[config.mk]
export PLATFORM = sky130hd
export DESIGN_NAME = tlos_divider
export DESIGN_NICKNAME = d
export VERILOG_FILES = /design/src/hdl/tlos_divider.sv
export SDC_FILE = /design/constraint.sdc
export NUM_CORES = 1
export LEC_CHECK = 0
export ABC_AREA = 0
export BUFFER_PORTS_ARGS = -buffer_cell sky130_fd_sc_hd__buf_2
export CELL_PAD_IN_SITES_DETAIL_PLACEMENT = 1
export CELL_PAD_IN_SITES_GLOBAL_PLACEMENT = 1
export CORE_MARGIN = 5
export CORE_UTILIZATION = 45
export CTS_CLUSTER_DIAMETER = 200
export DETAILED_ROUTE_END_ITERATION = 8
export PLACE_DENSITY_LB_ADDON = 0.1
export SETUP_SLACK_MARGIN = 0.2
export SYNTH_ARGS = -nofsm -noshare
export SYNTH_HDL_FRONTEND = slang
export SYNTH_SLANG_ARGS = --single-unit
[constraint.sdc]
create_clock -name clock -period 7.9 [get_ports clock]
set_clock_uncertainty 0.15 [all_clocks]
set_input_delay 1.185 -clock clock [delete_from_list [all_inputs] [get_ports clock]]
set_output_delay 1.185 -clock clock [all_outputs]
set_load 0.01 [all_outputs]
[src/hdl/tlos_divider.sv]
// Restoring unsigned divider, one quotient bit per cycle.
// No package dependencies.
module tlos_divider #(
   parameter int WIDTH = 16
) (
   input  logic             clock,
   input  logic             reset,
   input  logic             start,
   input  logic [WIDTH-1:0] dividend,
   input  logic [WIDTH-1:0] divisor,
   output logic             done,
   output logic [WIDTH-1:0] quotient,
   output logic [WIDTH-1:0] remainder
);
   localparam int CntBits = $clog2(WIDTH + 1);

   logic [WIDTH-1:0]   quo_ff, quo_in;
   logic [WIDTH-1:0]   rem_ff, rem_in;
   logic [WIDTH-1:0]   dsr_ff, dsr_in;
   logic [CntBits-1:0] cnt_ff, cnt_in;
   logic               busy_ff, busy_in;
   logic               done_ff, done_in;
   logic [WIDTH:0]     trial;

   always_comb begin
      quo_in  = quo_ff;
      rem_in  = rem_ff;
      dsr_in  = dsr_ff;
      cnt_in  = cnt_ff;
      busy_in = busy_ff;
      done_in = 1'b0;
      trial   = {rem_ff, quo_ff[WIDTH-1]} - {1'b0, dsr_ff};
      if (start) begin
         quo_in  = dividend;
         rem_in  = '0;
         dsr_in  = divisor;
         cnt_in  = CntBits'(WIDTH);
         busy_in = 1'b1;
      end else if (busy_ff) begin
         // shift one dividend bit in, subtract when it fits
         if (!trial[WIDTH]) begin
            rem_in = trial[WIDTH-1:0];
            quo_in = {quo_ff[WIDTH-2:0], 1'b1};
         end else begin
            rem_in = {rem_ff[WIDTH-2:0], quo_ff[WIDTH-1]};
            quo_in = {quo_ff[WIDTH-2:0], 1'b0};
         end
         cnt_in = cnt_ff - 1'b1;
         if (cnt_ff == CntBits'(1)) begin
            busy_in = 1'b0;
            done_in = 1'b1;
         end
      end
   end

   always_ff @(posedge clock) begin
      quo_ff <= quo_in;
      rem_ff <= rem_in;
      dsr_ff <= dsr_in;
      cnt_ff <= cnt_in;
      if (reset) begin
         busy_ff <= 1'b0;
         done_ff <= 1'b0;
      end else begin
         busy_ff <= busy_in;
         done_ff <= done_in;
      end
   end

   assign done      = done_ff;
   assign quotient  = quo_ff;
   assign remainder = rem_ff;

   a_done_pulse: assert property (@(posedge clock) disable iff (reset)
      done_ff |=> !done_ff)
      else $error("divider done held longer than one cycle");
   a_no_busy_done: assert property (@(posedge clock) disable iff (reset)
      done_ff |-> !busy_ff)
      else $error("divider done while still busy");
   a_cnt_nonzero: assert property (@(posedge clock) disable iff (reset)
      busy_ff |-> cnt_ff != '0)
      else $error("divider busy with empty count");
endmodule

==> flow_metrics.tcl <==
set metrics [dict create \
    dr_total_vias 2284 \
    num_rows 29 \
    grt_util_all_layers_pct 17.1 \
    globalplace.congestion 0.724 \
    ctsHoldBuffers 0 \
    period_minus_slack_ns 3.26 \
    die-area_sq_mm 0.00843 \
    endpoint_kind "flop" \
    ir_worst_vdd_mv 0.114 \
    p_leak_nw 1.57 \
    dr.pass1.iters 4 \
    h-tree-depth 2 \
    die_h_um 91.8 \
    clock_latency_ns 0.31 \
    cts_setup_buffers 0 \
    wl_per_cell_um 16.6 \
    grt_max_degree 51 \
    diodes 0 \
    power_density_mw_per_mm2 194 \
    drive_gt1_share_pct 28.0 \
    ys_types 46 \
    synth_ff_type "edfxtp_1" \
    cts_root_buffer "clkbuf_8" \
    nFillCells 735 \
    max-cap-violations 0 \
    slew_headroom_pct 37.8 \
    detail-route-antenna-nets 0 \
    worst_ep_required_time_ns 7.90 \
    yosys_warnings 0 \
    synthesis.nets 334 \
    final.setup.worst_slack_ns 4.64 \
    grt_pass1_vias 2334 \
    hold_violations 0 \
    drt_iter0_drc 46 \
    syn-cell-area_sq_mm 0.00301 \
    num_io_pins 68 \
    io_buffer_count 67 \
    async_reset_ff_share_pct 0 \
    path_class "reg2reg" \
    cts_tree "built" \
    setup_tns_ns 0 \
    crit_path_start_kind "flop" \
    syn_area_per_cell_sq_um 10.8 \
    ys_seq_area_share_pct 47.2 \
    initial_core_util_pct 46.9 \
    slew_violations 0 \
    max_freq_ghz 0.306 \
    syn_to_final_growth_pct 16.3 \
    critPathArrivalTime_ns 3.26 \
    finalCritPeriodShare_pct 41.3 \
    setup_viol 0 \
    routed_wl_mm 7.02 \
    clock_path_buffers 2 \
    antenna_found_initial 0 \
    tightest_slew_ns 0.931 \
    synth_seq_cells 55 \
    core_sq_mm 0.00642 \
    place_hpwl_mm 5.33 \
    fp.dieW_um 91.8 \
    cts_resized 0 \
    outcome "finished, final reports clean" \
    min_path_type "reg2reg" \
    numCtsBuffers 5 \
    grt_pass1_wl_mm 11.8 \
    synth_edf_count 32 \
    clock_sink_count 55 \
    routed_via_density 5.39 \
    netlist_instances 280 \
    clk_pin_slew_ns 0.10 \
    drc 0 \
    layout.nets 400 \
    crit_path_max_fanout 16 \
    post-place-ws_ns 4.67 \
    rsz0062_at_grt "no" \
    overflow 0 \
]
## worst paths after layout
check	from	endpoint	slack [ns]	depth (start not counted)
hold / removal	cnt_ff[1]	cnt_ff[1]	0.36	2
hold reg to reg	cnt_ff[1]	cnt_ff[1]	0.36	2
setup / recovery	quotient[15]	remainder[3]	4.64	11
setup reg to reg	quotient[15]	remainder[3]	4.64	11
## cells in the mapped netlist (2+ instances only)
cell type,instances,area share (%)
o31ai_1,2,0.50
ha_1,18,7.5
nand2_1,17,2.1
a21oi_1,12,2.0
xor2_1,6,1.7
a211oi_1,8,2.0
a32oi_1,3,0.87
mux2i_1,10,3.3
xnor2_1,9,2.6
a311oi_1,2,0.58
a31oi_1,2,0.42
dfxtp_1,23,15
mux2_2,15,5.6
nand3_1,5,0.83
a21o_1,6,1.5
nor2_1,21,2.6
o21a_1,3,0.75
inv_1,26,3.2
clkbuf_1,8,1.0
nor3_1,5,0.83
edfxtp_1,32,32
nor2b_1,4,0.83
o21ai_0,14,2.3
nand2b_1,5,1.0
o311ai_0,3,0.87
## where the power goes
part / internal (mW) / leakage, nW / switching, mW
logic: 0.0744 / 1.02 / 0.0910
registers: 0.331 / 0.507 / 0.0191
clock network: 0.0643 / 0.0461 / 0.0980
total: 0.470 / 1.57 / 0.208
## critical path, cell delays in order (launching register included)
cell and delay (ns):
edfxtp_1 0.40, inv_1 0.06, ha_1 0.22, fa_1 0.42
nor2b_1 0.27, o31ai_2 0.11, a21oi_1 0.17, a211oi_1 0.13
a311oi_4 0.51, buf_4 0.35, mux2i_1 0.22, a211oi_1 0.09
## per-stage QoR
step | hold WS (ns) | cell area (sq um) | cells | power (mW) | util (%)
finish | 0.358 | 3500 | 424 | 0.678 | 54.5
global route | 0.416 | 3500 | 424 | 0.721 | 54.5
CTS | 0.365 | 3500 | 424 | 0.686 | 54.5
detailed placement | 0.345 | 3410 | 416 | 0.524 | 53.1
global placement | 0.330 | 3410 | 416 | 0.518 | 53.1
floorplan | 0.312 | 3010 | 280 | 0.471 | -
## layout by cell type, fill, tap and decap left out, types with 5 or more instances in the layout
cell      netlist  routed
nor3_1          5       5
xor2_1          6       6
a21oi_1        12      12
nand2_1        17      17
nand3_1         5       5
mux2_2         15      15
a21o_1          6       6
buf_2           0      67
nand2b_1        5       5
xnor2_1         9       9
o21ai_0        14      14
a211oi_1        8       8
ha_1           18      18
inv_1          26      26
clkbuf_8        0       5
mux2i_1        10      10
nor2_1         21      21
edfxtp_1       32      32
dfxtp_1        23      23
## layer usage
metal | vias to the layer above | global-route usage, % | part of all wire [%]
li1 | 1150 | - | -
met1 | 1090 | 23.1 | 46
met2 | 42 | 28.7 | 50
met3 | 2 | 3.60 | 4.2
met4 | 0 | 3.34 | 0.43
met5 | - | 0 | 0
## cell families (layout without fill, tap and decap cells)
kind of cell	count (synthesis)	after routing	share of synthesized area, %
flops	55	55	47.2
fa+ha+maj	19	19	8.14
compound gates	67	67	16.8
simple gates	63	63	9.72
buf+inv	36	103	4.86
xor+xnor	15	15	4.36
mux	25	25	8.93
## flip-flops by register name (all words and copies together) (netlist names)
| name | count |
|---|---|
| dsr_ff | 16 |
| remainder | 16 |
| busy_ff | 1 |
| done | 1 |
| quotient | 16 |
| cnt_ff | 5 |
## cell type report
cell class                      instances  area [sq um]  area share, %
Timing Repair Buffer                   69           350           10.0
Sequential cell                        55          1420           40.6
Inverter                               26          97.6           2.79
Multi-Input combinational cell        189          1440           41.2
Clock buffer                            5          68.8           1.96
Clock inverter                          3          23.8          0.679
Tap cell                               77          96.3           2.75
Note: power is estimated with default switching activity, not from simulation.
